==> config.mk <==
export PLATFORM = sky130hd
export DESIGN_NAME = disk_arm_request_scheduler_unit
export DESIGN_NICKNAME = d
export VERILOG_FILES = /design/src/rtl/dsched_pkg.sv /design/src/rtl/dsched_ram.sv /design/src/rtl/disk_arm_request_scheduler_unit.sv
export SDC_FILE = /design/constraint.sdc
export NUM_CORES = 1
export LEC_CHECK = 0
export ABC_AREA = 1
export BUFFER_PORTS_ARGS = -buffer_cell sky130_fd_sc_hd__buf_2
export CAP_MARGIN = 25
export CORE_MARGIN = 3
export CORE_UTILIZATION = 40
export CTS_CLUSTER_SIZE = 30
export DETAILED_ROUTE_END_ITERATION = 8
export PLACE_DENSITY = 0.53
export SLEW_MARGIN = 20
export SYNTH_ARGS = -nofsm -noshare
export SYNTH_HDL_FRONTEND = slang
export SYNTH_SLANG_ARGS = --single-unit
==> constraint.sdc <==
create_clock -name aclk -period 5.4 [get_ports aclk]
set_input_delay 0.27 -clock aclk [delete_from_list [all_inputs] [get_ports aclk]]
set_output_delay 0.27 -clock aclk [all_outputs]
set_load 0.005 [all_outputs]
==> src/rtl/dsched_pkg.sv <==
package dsched_pkg;

    localparam int MAX_REQUESTS = 32;
    localparam int CYL_BITS     = 16;
    localparam int IDX_W        = $clog2(MAX_REQUESTS);
    localparam int CNT_W        = $clog2(MAX_REQUESTS + 1);
    localparam int SEEK_W       = 22;
    localparam int TURN_W       = 7;
    localparam int CFG_IDX_W    = 2;
    localparam int CFG_DATA_W   = 16;
    localparam int MODE_W       = 3;
    localparam int OUT_DATA_W   = 48;

    localparam logic [SEEK_W-1:0] SEEK_MAX = '1;
    localparam logic [TURN_W-1:0] TURN_MAX = '1;

    localparam logic [MODE_W-1:0] MODE_FCFS  = 3'd0;
    localparam logic [MODE_W-1:0] MODE_SSTF  = 3'd1;
    localparam logic [MODE_W-1:0] MODE_SCAN  = 3'd2;
    localparam logic [MODE_W-1:0] MODE_CSCAN = 3'd3;
    localparam logic [MODE_W-1:0] MODE_LOOK  = 3'd4;

    localparam logic [CFG_IDX_W-1:0] REG_MODE      = 2'd0;
    localparam logic [CFG_IDX_W-1:0] REG_START_CYL = 2'd1;
    localparam logic [CFG_IDX_W-1:0] REG_START_DIR = 2'd2;

    typedef enum logic [1:0] {
        ST_LOAD,
        ST_SCAN,
        ST_EMIT,
        ST_OUT
    } state_t;

endpackage

==> src/rtl/dsched_ram.sv <==
module dsched_ram #(
    parameter int WIDTH = 16,
    parameter int DEPTH = 32
) (
    input  logic                     aclk,
    input  logic                     we,
    input  logic [$clog2(DEPTH)-1:0] waddr,
    input  logic [WIDTH-1:0]         wdata,
    input  logic [$clog2(DEPTH)-1:0] raddr,
    output logic [WIDTH-1:0]         rdata
);

    logic [WIDTH-1:0] mem [DEPTH];

    always_ff @(posedge aclk) begin
        if (we) begin
            mem[waddr] <= wdata;
        end
        rdata <= mem[raddr];
    end

endmodule

==> src/rtl/disk_arm_request_scheduler_unit.sv <==
// disk arm request scheduler: loads a batch, then emits the service order
// load: one request per cycle while s_tready is high (held low during scheduling)
// each result takes one full pass over the request store (through its single
// read port), then the emit and output states; sweep modes make a second pass
// for the result where the first side runs empty; fcfs reads only its own entry
// aresetn is synchronous, active low: clears control, config regs and sums
module disk_arm_request_scheduler_unit
    import dsched_pkg::*;
(
    input  logic                  aclk,
    input  logic                  aresetn,
    // config write port
    input  logic                  cfg_we,
    input  logic [CFG_IDX_W-1:0]  cfg_index,
    input  logic [CFG_DATA_W-1:0] cfg_data,
    // request channel
    input  logic                  s_tvalid,
    output logic                  s_tready,
    input  logic [CYL_BITS-1:0]   s_tdata,   // [15:0] request_cylinder
    input  logic                  s_tlast,   // last_request
    // result channel
    output logic                  m_tvalid,
    input  logic                  m_tready,
    output logic [OUT_DATA_W-1:0] m_tdata,   // [15:0] served_cylinder, [16] turned,
                                             // [38:17] seek_total, [45:39] turn_count
    output logic                  m_tlast    // last_served
);

    // config registers
    logic [MODE_W-1:0]   mode_reg;
    logic [CYL_BITS-1:0] start_cyl_reg;
    logic                start_dir_reg;

    always_ff @(posedge aclk) begin
        if (!aresetn) begin
            mode_reg      <= MODE_FCFS;
            start_cyl_reg <= '0;
            start_dir_reg <= 1'b1;
        end else if (cfg_we) begin
            unique case (cfg_index)
                REG_MODE:      mode_reg      <= cfg_data[MODE_W-1:0];
                REG_START_CYL: start_cyl_reg <= cfg_data[CYL_BITS-1:0];
                REG_START_DIR: start_dir_reg <= cfg_data[0];
                default: ;
            endcase
        end
    end

    logic is_sstf, is_sweep, is_cscan, is_fcfs;
    assign is_sstf  = (mode_reg == MODE_SSTF);
    assign is_cscan = (mode_reg == MODE_CSCAN);
    assign is_sweep = (mode_reg == MODE_SCAN) || is_cscan || (mode_reg == MODE_LOOK);
    assign is_fcfs  = !is_sstf && !is_sweep;

    // sequencer state
    state_t                state_reg, state_next;
    logic [CNT_W-1:0]      cnt_reg, cnt_next;          // requests held
    logic [CNT_W-1:0]      k_reg, k_next;              // results delivered
    logic [CNT_W-1:0]      issue_reg, issue_next;      // next store address to read
    logic [CNT_W-1:0]      scan_end_reg, scan_end_next;
    logic                  rd_vld_reg, rd_vld_next;
    logic [IDX_W-1:0]      rd_idx_reg, rd_idx_next;
    logic                  phase_reg, phase_next;      // sweep: second side
    logic                  turn_done_reg, turn_done_next;
    logic [MAX_REQUESTS-1:0] mask_reg, mask_next;
    logic                  found_reg, found_next;
    logic [CYL_BITS-1:0]   best_metric_reg, best_metric_next;
    logic [CYL_BITS-1:0]   best_cyl_reg, best_cyl_next;
    logic [IDX_W-1:0]      best_idx_reg, best_idx_next;
    logic [CYL_BITS-1:0]   head_reg, head_next;
    logic                  dir_reg, dir_next;
    logic [SEEK_W-1:0]     seek_reg, seek_next;
    logic [TURN_W-1:0]     turns_reg, turns_next;
    logic                  m_valid_reg, m_valid_next;
    logic [OUT_DATA_W-1:0] m_data_reg, m_data_next;
    logic                  m_last_reg, m_last_next;

    // request store
    logic                ram_we;
    logic [IDX_W-1:0]    ram_raddr;
    logic [CYL_BITS-1:0] ram_rdata;

    assign ram_we    = (state_reg == ST_LOAD) && s_tvalid && (cnt_reg < CNT_W'(MAX_REQUESTS));
    assign ram_raddr = issue_reg[IDX_W-1:0];

    dsched_ram #(.WIDTH(CYL_BITS), .DEPTH(MAX_REQUESTS)) u_store (
        .aclk  (aclk),
        .we    (ram_we),
        .waddr (cnt_reg[IDX_W-1:0]),
        .wdata (s_tdata),
        .raddr (ram_raddr),
        .rdata (ram_rdata)
    );

    // shared pick unit: metric of the entry just read, compared to the best so far
    logic                upper_side, want_max, side_ok, eligible, better;
    logic [CYL_BITS-1:0] dist_c, metric;
    assign upper_side = phase_reg ? !start_dir_reg : start_dir_reg;
    assign want_max   = !phase_reg ? !start_dir_reg : (is_cscan ? !start_dir_reg : start_dir_reg);
    assign side_ok    = !is_sweep || ((ram_rdata >= start_cyl_reg) == upper_side);
    assign dist_c     = (ram_rdata >= head_reg) ? ram_rdata - head_reg : head_reg - ram_rdata;
    assign metric     = is_sstf ? dist_c : (want_max ? ~ram_rdata : ram_rdata);
    assign eligible   = !mask_reg[rd_idx_reg] && side_ok;
    assign better     = eligible && (!found_reg || (metric < best_metric_reg));

    // emit arithmetic
    logic [CYL_BITS-1:0] emit_dist;
    logic [SEEK_W:0]     seek_sum;
    logic                emit_dir, emit_turn;
    assign emit_dist = (best_cyl_reg >= head_reg) ? best_cyl_reg - head_reg
                                                  : head_reg - best_cyl_reg;
    assign seek_sum  = {1'b0, seek_reg} + (SEEK_W+1)'(emit_dist);
    assign emit_dir  = (best_cyl_reg >= head_reg);
    assign emit_turn = is_sweep ? (phase_reg && !turn_done_reg) : (emit_dir != dir_reg);

    logic [CNT_W-1:0] n_load;
    assign n_load = cnt_reg + CNT_W'(ram_we);

    always_comb begin
        state_next       = state_reg;
        cnt_next         = cnt_reg;
        k_next           = k_reg;
        issue_next       = issue_reg;
        scan_end_next    = scan_end_reg;
        rd_vld_next      = 1'b0;
        rd_idx_next      = rd_idx_reg;
        phase_next       = phase_reg;
        turn_done_next   = turn_done_reg;
        mask_next        = mask_reg;
        found_next       = found_reg;
        best_metric_next = best_metric_reg;
        best_cyl_next    = best_cyl_reg;
        best_idx_next    = best_idx_reg;
        head_next        = head_reg;
        dir_next         = dir_reg;
        seek_next        = seek_reg;
        turns_next       = turns_reg;
        m_valid_next     = m_valid_reg;
        m_data_next      = m_data_reg;
        m_last_next      = m_last_reg;

        unique case (state_reg)
            ST_LOAD: begin
                if (s_tvalid) begin
                    cnt_next = n_load;
                    if (s_tlast) begin
                        // new batch: head and sums start over
                        state_next     = ST_SCAN;
                        k_next         = '0;
                        issue_next     = '0;
                        scan_end_next  = is_fcfs ? '0 : n_load - CNT_W'(1);
                        phase_next     = 1'b0;
                        turn_done_next = 1'b0;
                        mask_next      = '0;
                        found_next     = 1'b0;
                        head_next      = start_cyl_reg;
                        dir_next       = start_dir_reg;
                        seek_next      = '0;
                        turns_next     = '0;
                    end
                end
            end
            ST_SCAN: begin
                // one store read per cycle, its result evaluated in the cycle after
                if (issue_reg <= scan_end_reg) begin
                    rd_vld_next = 1'b1;
                    rd_idx_next = issue_reg[IDX_W-1:0];
                    issue_next  = issue_reg + CNT_W'(1);
                end
                if (rd_vld_reg) begin
                    if (better) begin
                        found_next       = 1'b1;
                        best_metric_next = metric;
                        best_cyl_next    = ram_rdata;
                        best_idx_next    = rd_idx_reg;
                    end
                    if (CNT_W'(rd_idx_reg) == scan_end_reg) begin
                        if (better || found_reg) begin
                            state_next = ST_EMIT;
                        end else begin
                            // first side exhausted: sweep the other side
                            phase_next = 1'b1;
                            issue_next = '0;
                        end
                    end
                end
            end
            ST_EMIT: begin
                mask_next[best_idx_reg] = 1'b1;
                head_next = best_cyl_reg;
                if (!is_sweep) dir_next = emit_dir;
                if (phase_reg) turn_done_next = 1'b1;
                seek_next = (seek_sum > (SEEK_W+1)'(SEEK_MAX)) ? SEEK_MAX : seek_sum[SEEK_W-1:0];
                turns_next = (emit_turn && (turns_reg != TURN_MAX)) ? turns_reg + TURN_W'(1)
                                                                   : turns_reg;
                m_valid_next = 1'b1;
                m_data_next  = {2'b00, turns_next, seek_next, emit_turn, best_cyl_reg};
                m_last_next  = (k_reg + CNT_W'(1) == cnt_reg);
                state_next   = ST_OUT;
            end
            ST_OUT: begin
                if (m_tready) begin
                    m_valid_next = 1'b0;
                    k_next       = k_reg + CNT_W'(1);
                    found_next   = 1'b0;
                    if (m_last_reg) begin
                        state_next = ST_LOAD;
                        cnt_next   = '0;
                    end else begin
                        state_next    = ST_SCAN;
                        issue_next    = is_fcfs ? k_reg + CNT_W'(1) : '0;
                        scan_end_next = is_fcfs ? k_reg + CNT_W'(1) : cnt_reg - CNT_W'(1);
                    end
                end
            end
            default: state_next = ST_LOAD;
        endcase
    end

    always_ff @(posedge aclk) begin
        if (!aresetn) begin
            state_reg     <= ST_LOAD;
            cnt_reg       <= '0;
            k_reg         <= '0;
            issue_reg     <= '0;
            scan_end_reg  <= '0;
            rd_vld_reg    <= 1'b0;
            phase_reg     <= 1'b0;
            turn_done_reg <= 1'b0;
            mask_reg      <= '0;
            found_reg     <= 1'b0;
            head_reg      <= '0;
            dir_reg       <= 1'b1;
            seek_reg      <= '0;
            turns_reg     <= '0;
            m_valid_reg   <= 1'b0;
        end else begin
            state_reg     <= state_next;
            cnt_reg       <= cnt_next;
            k_reg         <= k_next;
            issue_reg     <= issue_next;
            scan_end_reg  <= scan_end_next;
            rd_vld_reg    <= rd_vld_next;
            phase_reg     <= phase_next;
            turn_done_reg <= turn_done_next;
            mask_reg      <= mask_next;
            found_reg     <= found_next;
            head_reg      <= head_next;
            dir_reg       <= dir_next;
            seek_reg      <= seek_next;
            turns_reg     <= turns_next;
            m_valid_reg   <= m_valid_next;
        end
    end

    // payload, no reset needed
    always_ff @(posedge aclk) begin
        rd_idx_reg      <= rd_idx_next;
        best_metric_reg <= best_metric_next;
        best_cyl_reg    <= best_cyl_next;
        best_idx_reg    <= best_idx_next;
        m_data_reg      <= m_data_next;
        m_last_reg      <= m_last_next;
    end

    assign s_tready = (state_reg == ST_LOAD);
    assign m_tvalid = m_valid_reg;
    assign m_tdata  = m_data_reg;
    assign m_tlast  = m_last_reg;

    // checks
    a_valid_in_out: assert property (@(posedge aclk) disable iff (!aresetn)
        m_valid_reg == (state_reg == ST_OUT))
        else $error("result valid outside output state");

    a_scan_has_work: assert property (@(posedge aclk) disable iff (!aresetn)
        (state_reg == ST_SCAN) |-> (cnt_reg != '0) && (k_reg < cnt_reg))
        else $error("scan with no pending request");

    a_read_in_range: assert property (@(posedge aclk) disable iff (!aresetn)
        rd_vld_reg |-> (CNT_W'(rd_idx_reg) <= scan_end_reg) && (scan_end_reg < cnt_reg))
        else $error("store read beyond loaded requests");

    a_emit_found: assert property (@(posedge aclk) disable iff (!aresetn)
        (state_reg == ST_EMIT) |-> found_reg && !mask_reg[best_idx_reg])
        else $error("emit without an unserved pick");

endmodule

==> results.ini, run 1 <==
[grt]
grt_max_degree=139
grt_use_total=0.219
grt_pass1_wl_um=151000
busiest_layer=met2
antenna_found_initial=3
gr-total-overflow=0
met2_usage=0.372
grt_use_met3=0.0265
use_met1=0.288
grt_pass1_vias=24264

[placed_design]
numPortBuffers=88
dp_hpwl_um=64200
dp_cells=4516
gp_congestion=0.926
place_ws_ps=641

[floorplanning]
start_util=0.405
rows=107
die_x_um=300
die_area_sq_um=90100
core_area_sq_um=85500
die_h_um=300
num_io_pins=91

[timing]
layout_min_cycle_time_ps=4740
rsz0062_at_grt=false
finClkSkew_ps=47.6
max_clock_freq_mhz=211
worst_pin_slew_ps=1000
finalHoldViolCount=0
fin_ws_ps=662
drv_slew=0
finalCritPeriodShare=0.877
slew_headroom=0.333
final.setup.tns_ps=0
setup_viol=0

[clock_tree]
clk_pin_slew_worst_paths_ps=60
post_cts_resized=0
cts.sinks=746
ctsHoldBuffers=14
clock_tree.root_cell=clkbuf_16
post_cts_buffers=0
h-tree-depth=3
clock_path_buffers=3
cts_tree=yes
clock_latency_ps=660
cts_buffers=84

[job]
cap_violations=0

[layout]
nNetsFinal=3651
final_core_utilization=0.460
final_common_cell=edfxtp_1
area_delta_synth_final_pct=13.8
n_fill_cell=8075
fin_cells=4689
drive_gt1_frac=0.0931
most-common-layout-cells=edfxtp_1, nand2_1, nor2_1
largest_reg_flops=512

[yosys]
yosys_warnings=0
syn_area_sq_um=34600
yosys.area_share.simple=0.128
seq_area_frac_synth=0.605
ys_types=57
synth_mux_area_frac=0.000868
synth_top_family_by_area=compound AO/OA/AOI/OAI gates
avgSynthCellArea_sq_um=10.2
synthFlopType=edfxtp_1
ys_ff_latch=746
synthCells=3385
synth_compound_area_frac=0.147
postSynth.asyncResetShare=0
synthXorXnorAreaFrac=0.0180
synth_edf_count=601
synthAdderAreaFrac=0.0510

[route]
drt_wl_total_um=99700
drc=0
routed-via-count=25124
drt-vias-per-instance=5.36
dr.pass1.iters=5
postRouteAntennaNets=0
wl_per_cell_um=21.3
drt_iter0_markers=1960

[setup_path]
worstPathArrival_ps=5030
endpoint_kind=register
required_ps=5700
cp_max_fo=37
worst_r2r_startpoint=head_reg[1]
critPathLaunch=head_reg[1]
critPathLaunchType=register
critPathKind=reg -> reg

[power]
ir_worst_vdd_mv=0.305
p_leak_nw=14.3
p_per_area_nw_per_um2=510

[outcome]
status=complete, no violations

[worst_hold_path]
hold_path_class=in -> reg
hold_start=cfg_data[5]

logic make-up (layout without fill, tap and decap cells):
logic type	after synthesis	in the layout
mux	3	3
simple gates	1076	1076
other cells	1	3
fa+ha+maj	138	138
xor+xnor	71	71
buf+inv	451	609
compound gates	899	899
flops	746	746
metrics by stage:
| step | hold WS, ps | total power, mW | cell area (sq um) |
|---|---|---|---|
| 2_1_floorplan | 369 | 11.8 | 34600 |
| 3_3_place_gp | 441 | 14.5 | 36300 |
| 3_5_place_dp | 446 | 14.5 | 36400 |
| 4_1_cts | 2.23 | 20.3 | 39400 |
| 5_1_grt | 63.5 | 21.3 | 39400 |
| 6_report | 38.4 | 20.1 | 39400 |
cell type report:
type / count / area [sq um] / area share
Multi-Input combinational cell: 2189 / 12000 / 0.305
Timing Repair Buffer: 157 / 1070 / 0.0272
Sequential cell: 746 / 21000 / 0.532
Inverter: 295 / 1120 / 0.0285
Antenna cell: 1 / 2.50 / 0.0000635
Clock buffer: 106 / 2270 / 0.0576
Tap cell: 1144 / 1430 / 0.0363
Clock inverter: 51 / 537 / 0.0136
report_power, final:
| group | leakage [nW] | internal, mW | switching, mW | total (mW) |
|---|---|---|---|---|
| clock | 1.35 | 3.34 | 2.40 | 5.75 |
| combinational | 6.34 | 2.13 | 5.16 | 7.28 |
| sequential | 6.61 | 6.70 | 0.372 | 7.07 |
cells in the mapped netlist (19+ instances only):
cell type,count,area share
a21oi_1,241,0.035
a31oi_1,26,0.0047
clkbuf_1,122,0.013
dfxtp_1,145,0.084
edfxtp_1,601,0.52
ha_1,133,0.048
inv_1,287,0.031
nand2_1,450,0.049
nand3_1,111,0.016
nand4_1,29,0.0052
nor2_1,419,0.045
nor3_1,37,0.0054
o211ai_1,27,0.0059
o21ai_0,397,0.057
o221ai_1,48,0.012
o22ai_1,82,0.015
xnor2_1,19,0.0048
xor2_1,52,0.013
critical path, stage by stage (launching register included):
cell and delay [ps]:
dfxtp_1 480, inv_1 200, fa_1 490, inv_1 90, o21ai_1 120, nand2_1 90, o211ai_1 140, nand2_1 110
nand3_2 330, inv_2 350, nand2_1 110, o21ai_0 90, nand2_1 70, nand3_1 70, o21ai_0 130, ha_1 310
nand2_1 90, nor2_1 50, a211oi_1 220, o221a_2 230, nand2_1 110, nand2_1 80, nand2_1 80, nor2_4 110
buf_12 250
final timing paths:
path                                    endpoint  slack [ps]  cells past startpoint
worst max-delay path            best_cyl_reg[12]         660                     24
worst min-delay path            start_cyl_reg[5]          40                      3
worst max register to register  best_cyl_reg[12]         660                     24
worst min register to register      mask_reg[22]         450                      2
per-layer routing:
metal | part of all wire | wire length, um | up-vias
li1 | - | - | 12143
met1 | 0.44 | 43900 | 12217
met2 | 0.48 | 48200 | 606
met3 | 0.041 | 4100 | 156
met4 | 0.035 | 3470 | 2
met5 | 0.000090 | 9 | -
Power figures use the tool's default switching activity.
==> run 2: changes to the inputs <==
ABC_AREA = default   (was 1)
==> results.ini, run 2 <==
[clock_tree]
cts_buffers=82  ; was 84
clk_pin_slew_worst_paths_ps=60  ; about the same
clock_path_buffers=3  ; unchanged
cts_tree=yes  ; unchanged
cts.sinks=746  ; unchanged
clock_latency_ps=660  ; about the same
clock_tree.root_cell=clkbuf_16  ; unchanged
h-tree-depth=3  ; unchanged

[yosys]
synth_common_cells=edfxtp_1, mux4_2, nor2_1  ; was edfxtp_1, nand2_1, nor2_1
synth_edf_count=601  ; unchanged
syn_area_sq_um=34100  ; was 34600 sq um
ys_ff_latch=746  ; unchanged
yosys.area.top_type=edfxtp_1  ; unchanged
yosys_warnings=0  ; unchanged
synth_top_area_frac=0.530  ; was 0.521
synthCells=2376  ; was 3385
avgSynthCellArea_sq_um=14.3  ; was 10.2 sq um
yosysMostFrequentCell=edfxtp_1  ; unchanged
synth.area.top_cells=edfxtp_1, mux4_2, dfxtp_1  ; was edfxtp_1, dfxtp_1, o21ai_0
synthFlopType=edfxtp_1  ; unchanged
ys_types=89  ; was 57
postSynth.asyncResetShare=0  ; unchanged
seq_area_frac_synth=0.615  ; was 0.605

[route]
wl_per_cell_um=23.8  ; was 21.3 um
drt_wl_total_um=90900  ; was 99700 um
drt_iter0_markers=1573  ; was 1960
postRouteAntennaNets=0  ; unchanged
drt-vias-per-instance=5.49  ; was 5.36
drc=0  ; unchanged
dr.pass1.iters=5  ; unchanged
routed-via-count=20972  ; was 25124

[timing]
slew_headroom=0.250  ; was 0.333
finalCritPeriodShare=0.972  ; was 0.877
max_clock_freq_mhz=190  ; was 211 MHz
setup_viol=0  ; unchanged
worst_pin_slew_ps=1120  ; was 1000 ps
finalHoldViolCount=0  ; unchanged
drv_slew=0  ; unchanged
finClkSkew_ps=52.4  ; was 47.6 ps
fin_ws_ps=149  ; was 662 ps
rsz0062_at_grt=true  ; was false
layout_min_cycle_time_ps=5250  ; was 4740 ps

[setup_path]
required_ps=5780  ; was 5700 ps
critPathLaunchType=register  ; unchanged
r2r-end=m_tdata[38]  ; was best_cyl_reg[12]
endpoint_kind=register  ; unchanged
reg2regPathDepth=24  ; unchanged
cp_max_fo=6  ; was 37
critPathKind=reg -> reg  ; unchanged
worstPathArrival_ps=5630  ; was 5030 ps
reg2reg_slack_ps=150  ; was 660 ps
worst_r2r_startpoint=best_cyl_reg[0]  ; was head_reg[1]

[layout]
area_delta_synth_final_pct=17.9  ; was 13.8%
largest_reg_flops=512  ; unchanged
multiInputGateArea_sq_um=12700  ; was 12000 sq um
final_common_cell=edfxtp_1  ; unchanged
ff_latch_area_sq_um=21000  ; about the same
drive_gt1_frac=0.257  ; was 0.0931
most-common-layout-cells=edfxtp_1, mux4_2, buf_4  ; was edfxtp_1, nand2_1, nor2_1
nNetsFinal=2790  ; was 3651
fin_cells=3817  ; was 4689
n_fill_cell=7342  ; was 8075

[power]
p_per_area_nw_per_um2=501  ; was 510 nW/um^2
p_leak_nw=14.0  ; was 14.3 nW
ir_worst_vdd_mv=0.312  ; was 0.305 mV

[placed_design]
gp_congestion=0.876  ; was 0.926
dp_hpwl_um=59600  ; was 64200 um
dp_cells=3621  ; was 4516
numPortBuffers=88  ; unchanged
place_ws_ps=-188  ; was 641 ps

[grt]
grt_pass1_wl_um=136000  ; was 151000 um
gr-total-overflow=0  ; unchanged
grt_max_degree=134  ; was 139
grt_pass1_vias=21168  ; was 24264
grt_use_total=0.203  ; was 0.219
antenna_found_initial=2  ; was 3

[worst_hold_path]
holdPathStages=4  ; was 3
whs_endpoint=mode_reg[1]  ; was start_cyl_reg[5]
hold_start=cfg_index[1]  ; was cfg_data[5]
hold_path_class=in -> reg  ; unchanged

[floorplanning]
start_util=0.405  ; about the same
die_h_um=298  ; was 300 um
die_area_sq_um=88700  ; was 90100 sq um
rows=106  ; was 107
die_x_um=298  ; was 300 um
num_io_pins=91  ; unchanged
core_area_sq_um=84100  ; was 85500 sq um

[outcome]
status=complete, no violations  ; unchanged

[job]
cap_violations=0  ; unchanged

## run 2: kinds of logic after synthesis
kind of cell / after synthesis / synth area share
AO/OA/AOI/OAI: 471 / 0.0904
XOR/XNOR: 88 / 0.0226
adder cells (fa/ha/maj): 138 / 0.0518
buffers and inverters: 231 / 0.0271
flip-flops: 746 / 0.615
multiplexers: 209 / 0.125
other: 1 / 0.000110
AND/OR/NAND/NOR: 492 / 0.0685
## run 2: final cells by class
| cell class | count | area share |
|---|---|---|
| antenna | 1 | 0.0000623 |
| clock buffer | 109 | 0.0546 |
| clock inverter | 45 | 0.0127 |
| inverter | 117 | 0.0109 |
| multi-input combinational | 1400 | 0.317 |
| sequential | 746 | 0.522 |
| tap | 1134 | 0.0353 |
| timing repair buffer | 265 | 0.0480 |
## run 2: how the worst max path moves through the flow
stage	cells past startpoint	startpoint	slack (ps)	endpoint
after global routing	24	best_cyl_reg[0]	-90	m_tdata[38]
final	24	best_cyl_reg[0]	150	m_tdata[38]
after floorplan	25	best_cyl_reg[0]	20	m_tdata[35]
after global placement	24	best_cyl_reg[0]	-120	m_tdata[38]
after CTS	24	best_cyl_reg[0]	-4	seek_reg[9]
after detailed placement	23	best_cyl_reg[0]	-190	m_tdata[38]
## run 2: critical path, cell delays in order, from the launching register on
cell and delay (ps):
edfxtp_1 400, inv_2 90, ha_4 130, inv_2 30, fa_2 360, a21oi_4 160
o21bai_4 90, a211oi_2 190, nor2_1 80, o41a_1 410, o31ai_2 260, buf_4 210
buf_6 130, mux2i_4 260, o221ai_2 120, xor2_1 180, ha_1 390, nand3_2 120
nor4_4 300, buf_4 190, o311ai_4 90, a21oi_2 220, o21a_1 170, nand3_1 80
mux2_2 300
## run 2: layer usage
layer / track usage / vias up / share of wire
li1: - / 9636 / -
met1: 0.269 / 10686 / 0.43
met2: 0.351 / 516 / 0.51
met3: 0.0311 / 134 / 0.042
met4: 0.0526 / 0 / 0.023
met5: 0 / - / 0
## run 2: stage by stage
step                      TNS [ps]  hold WS, ps  area, sq um  utilization  total power, mW
after detailed placement     -2170          457        36700        0.436             14.2
after global placement        -488          442        36700        0.436             14.2
final                            0         66.7        40200        0.478             20.1
after floorplan                  0          369        34100            -             11.7
after CTS                    -7.12         6.06        39800        0.474             20.0
after global routing          -852         47.8        40200        0.478             21.3
## run 2: repair_timing
| action | 4_1_cts | 5_1_grt |
|---|---|---|
| pin swaps | 20 | 27 |
| hold endpoints to repair | 21 | 0 |
| setup buffers | 11 | 10 |
| gates cloned | 1 | 0 |
| hold buffers | 19 | 0 |
| endpoints found under the setup margin | 42 | 81 |
| resized for setup | 24 | 59 |
## run 2: where the power goes
part	internal [mW]	total (mW)	leakage, nW	switching (mW)
clock	3.23	5.57	1.31	2.34
sequential	6.66	7.08	6.60	0.417
combinational	3.34	7.48	6.14	4.14
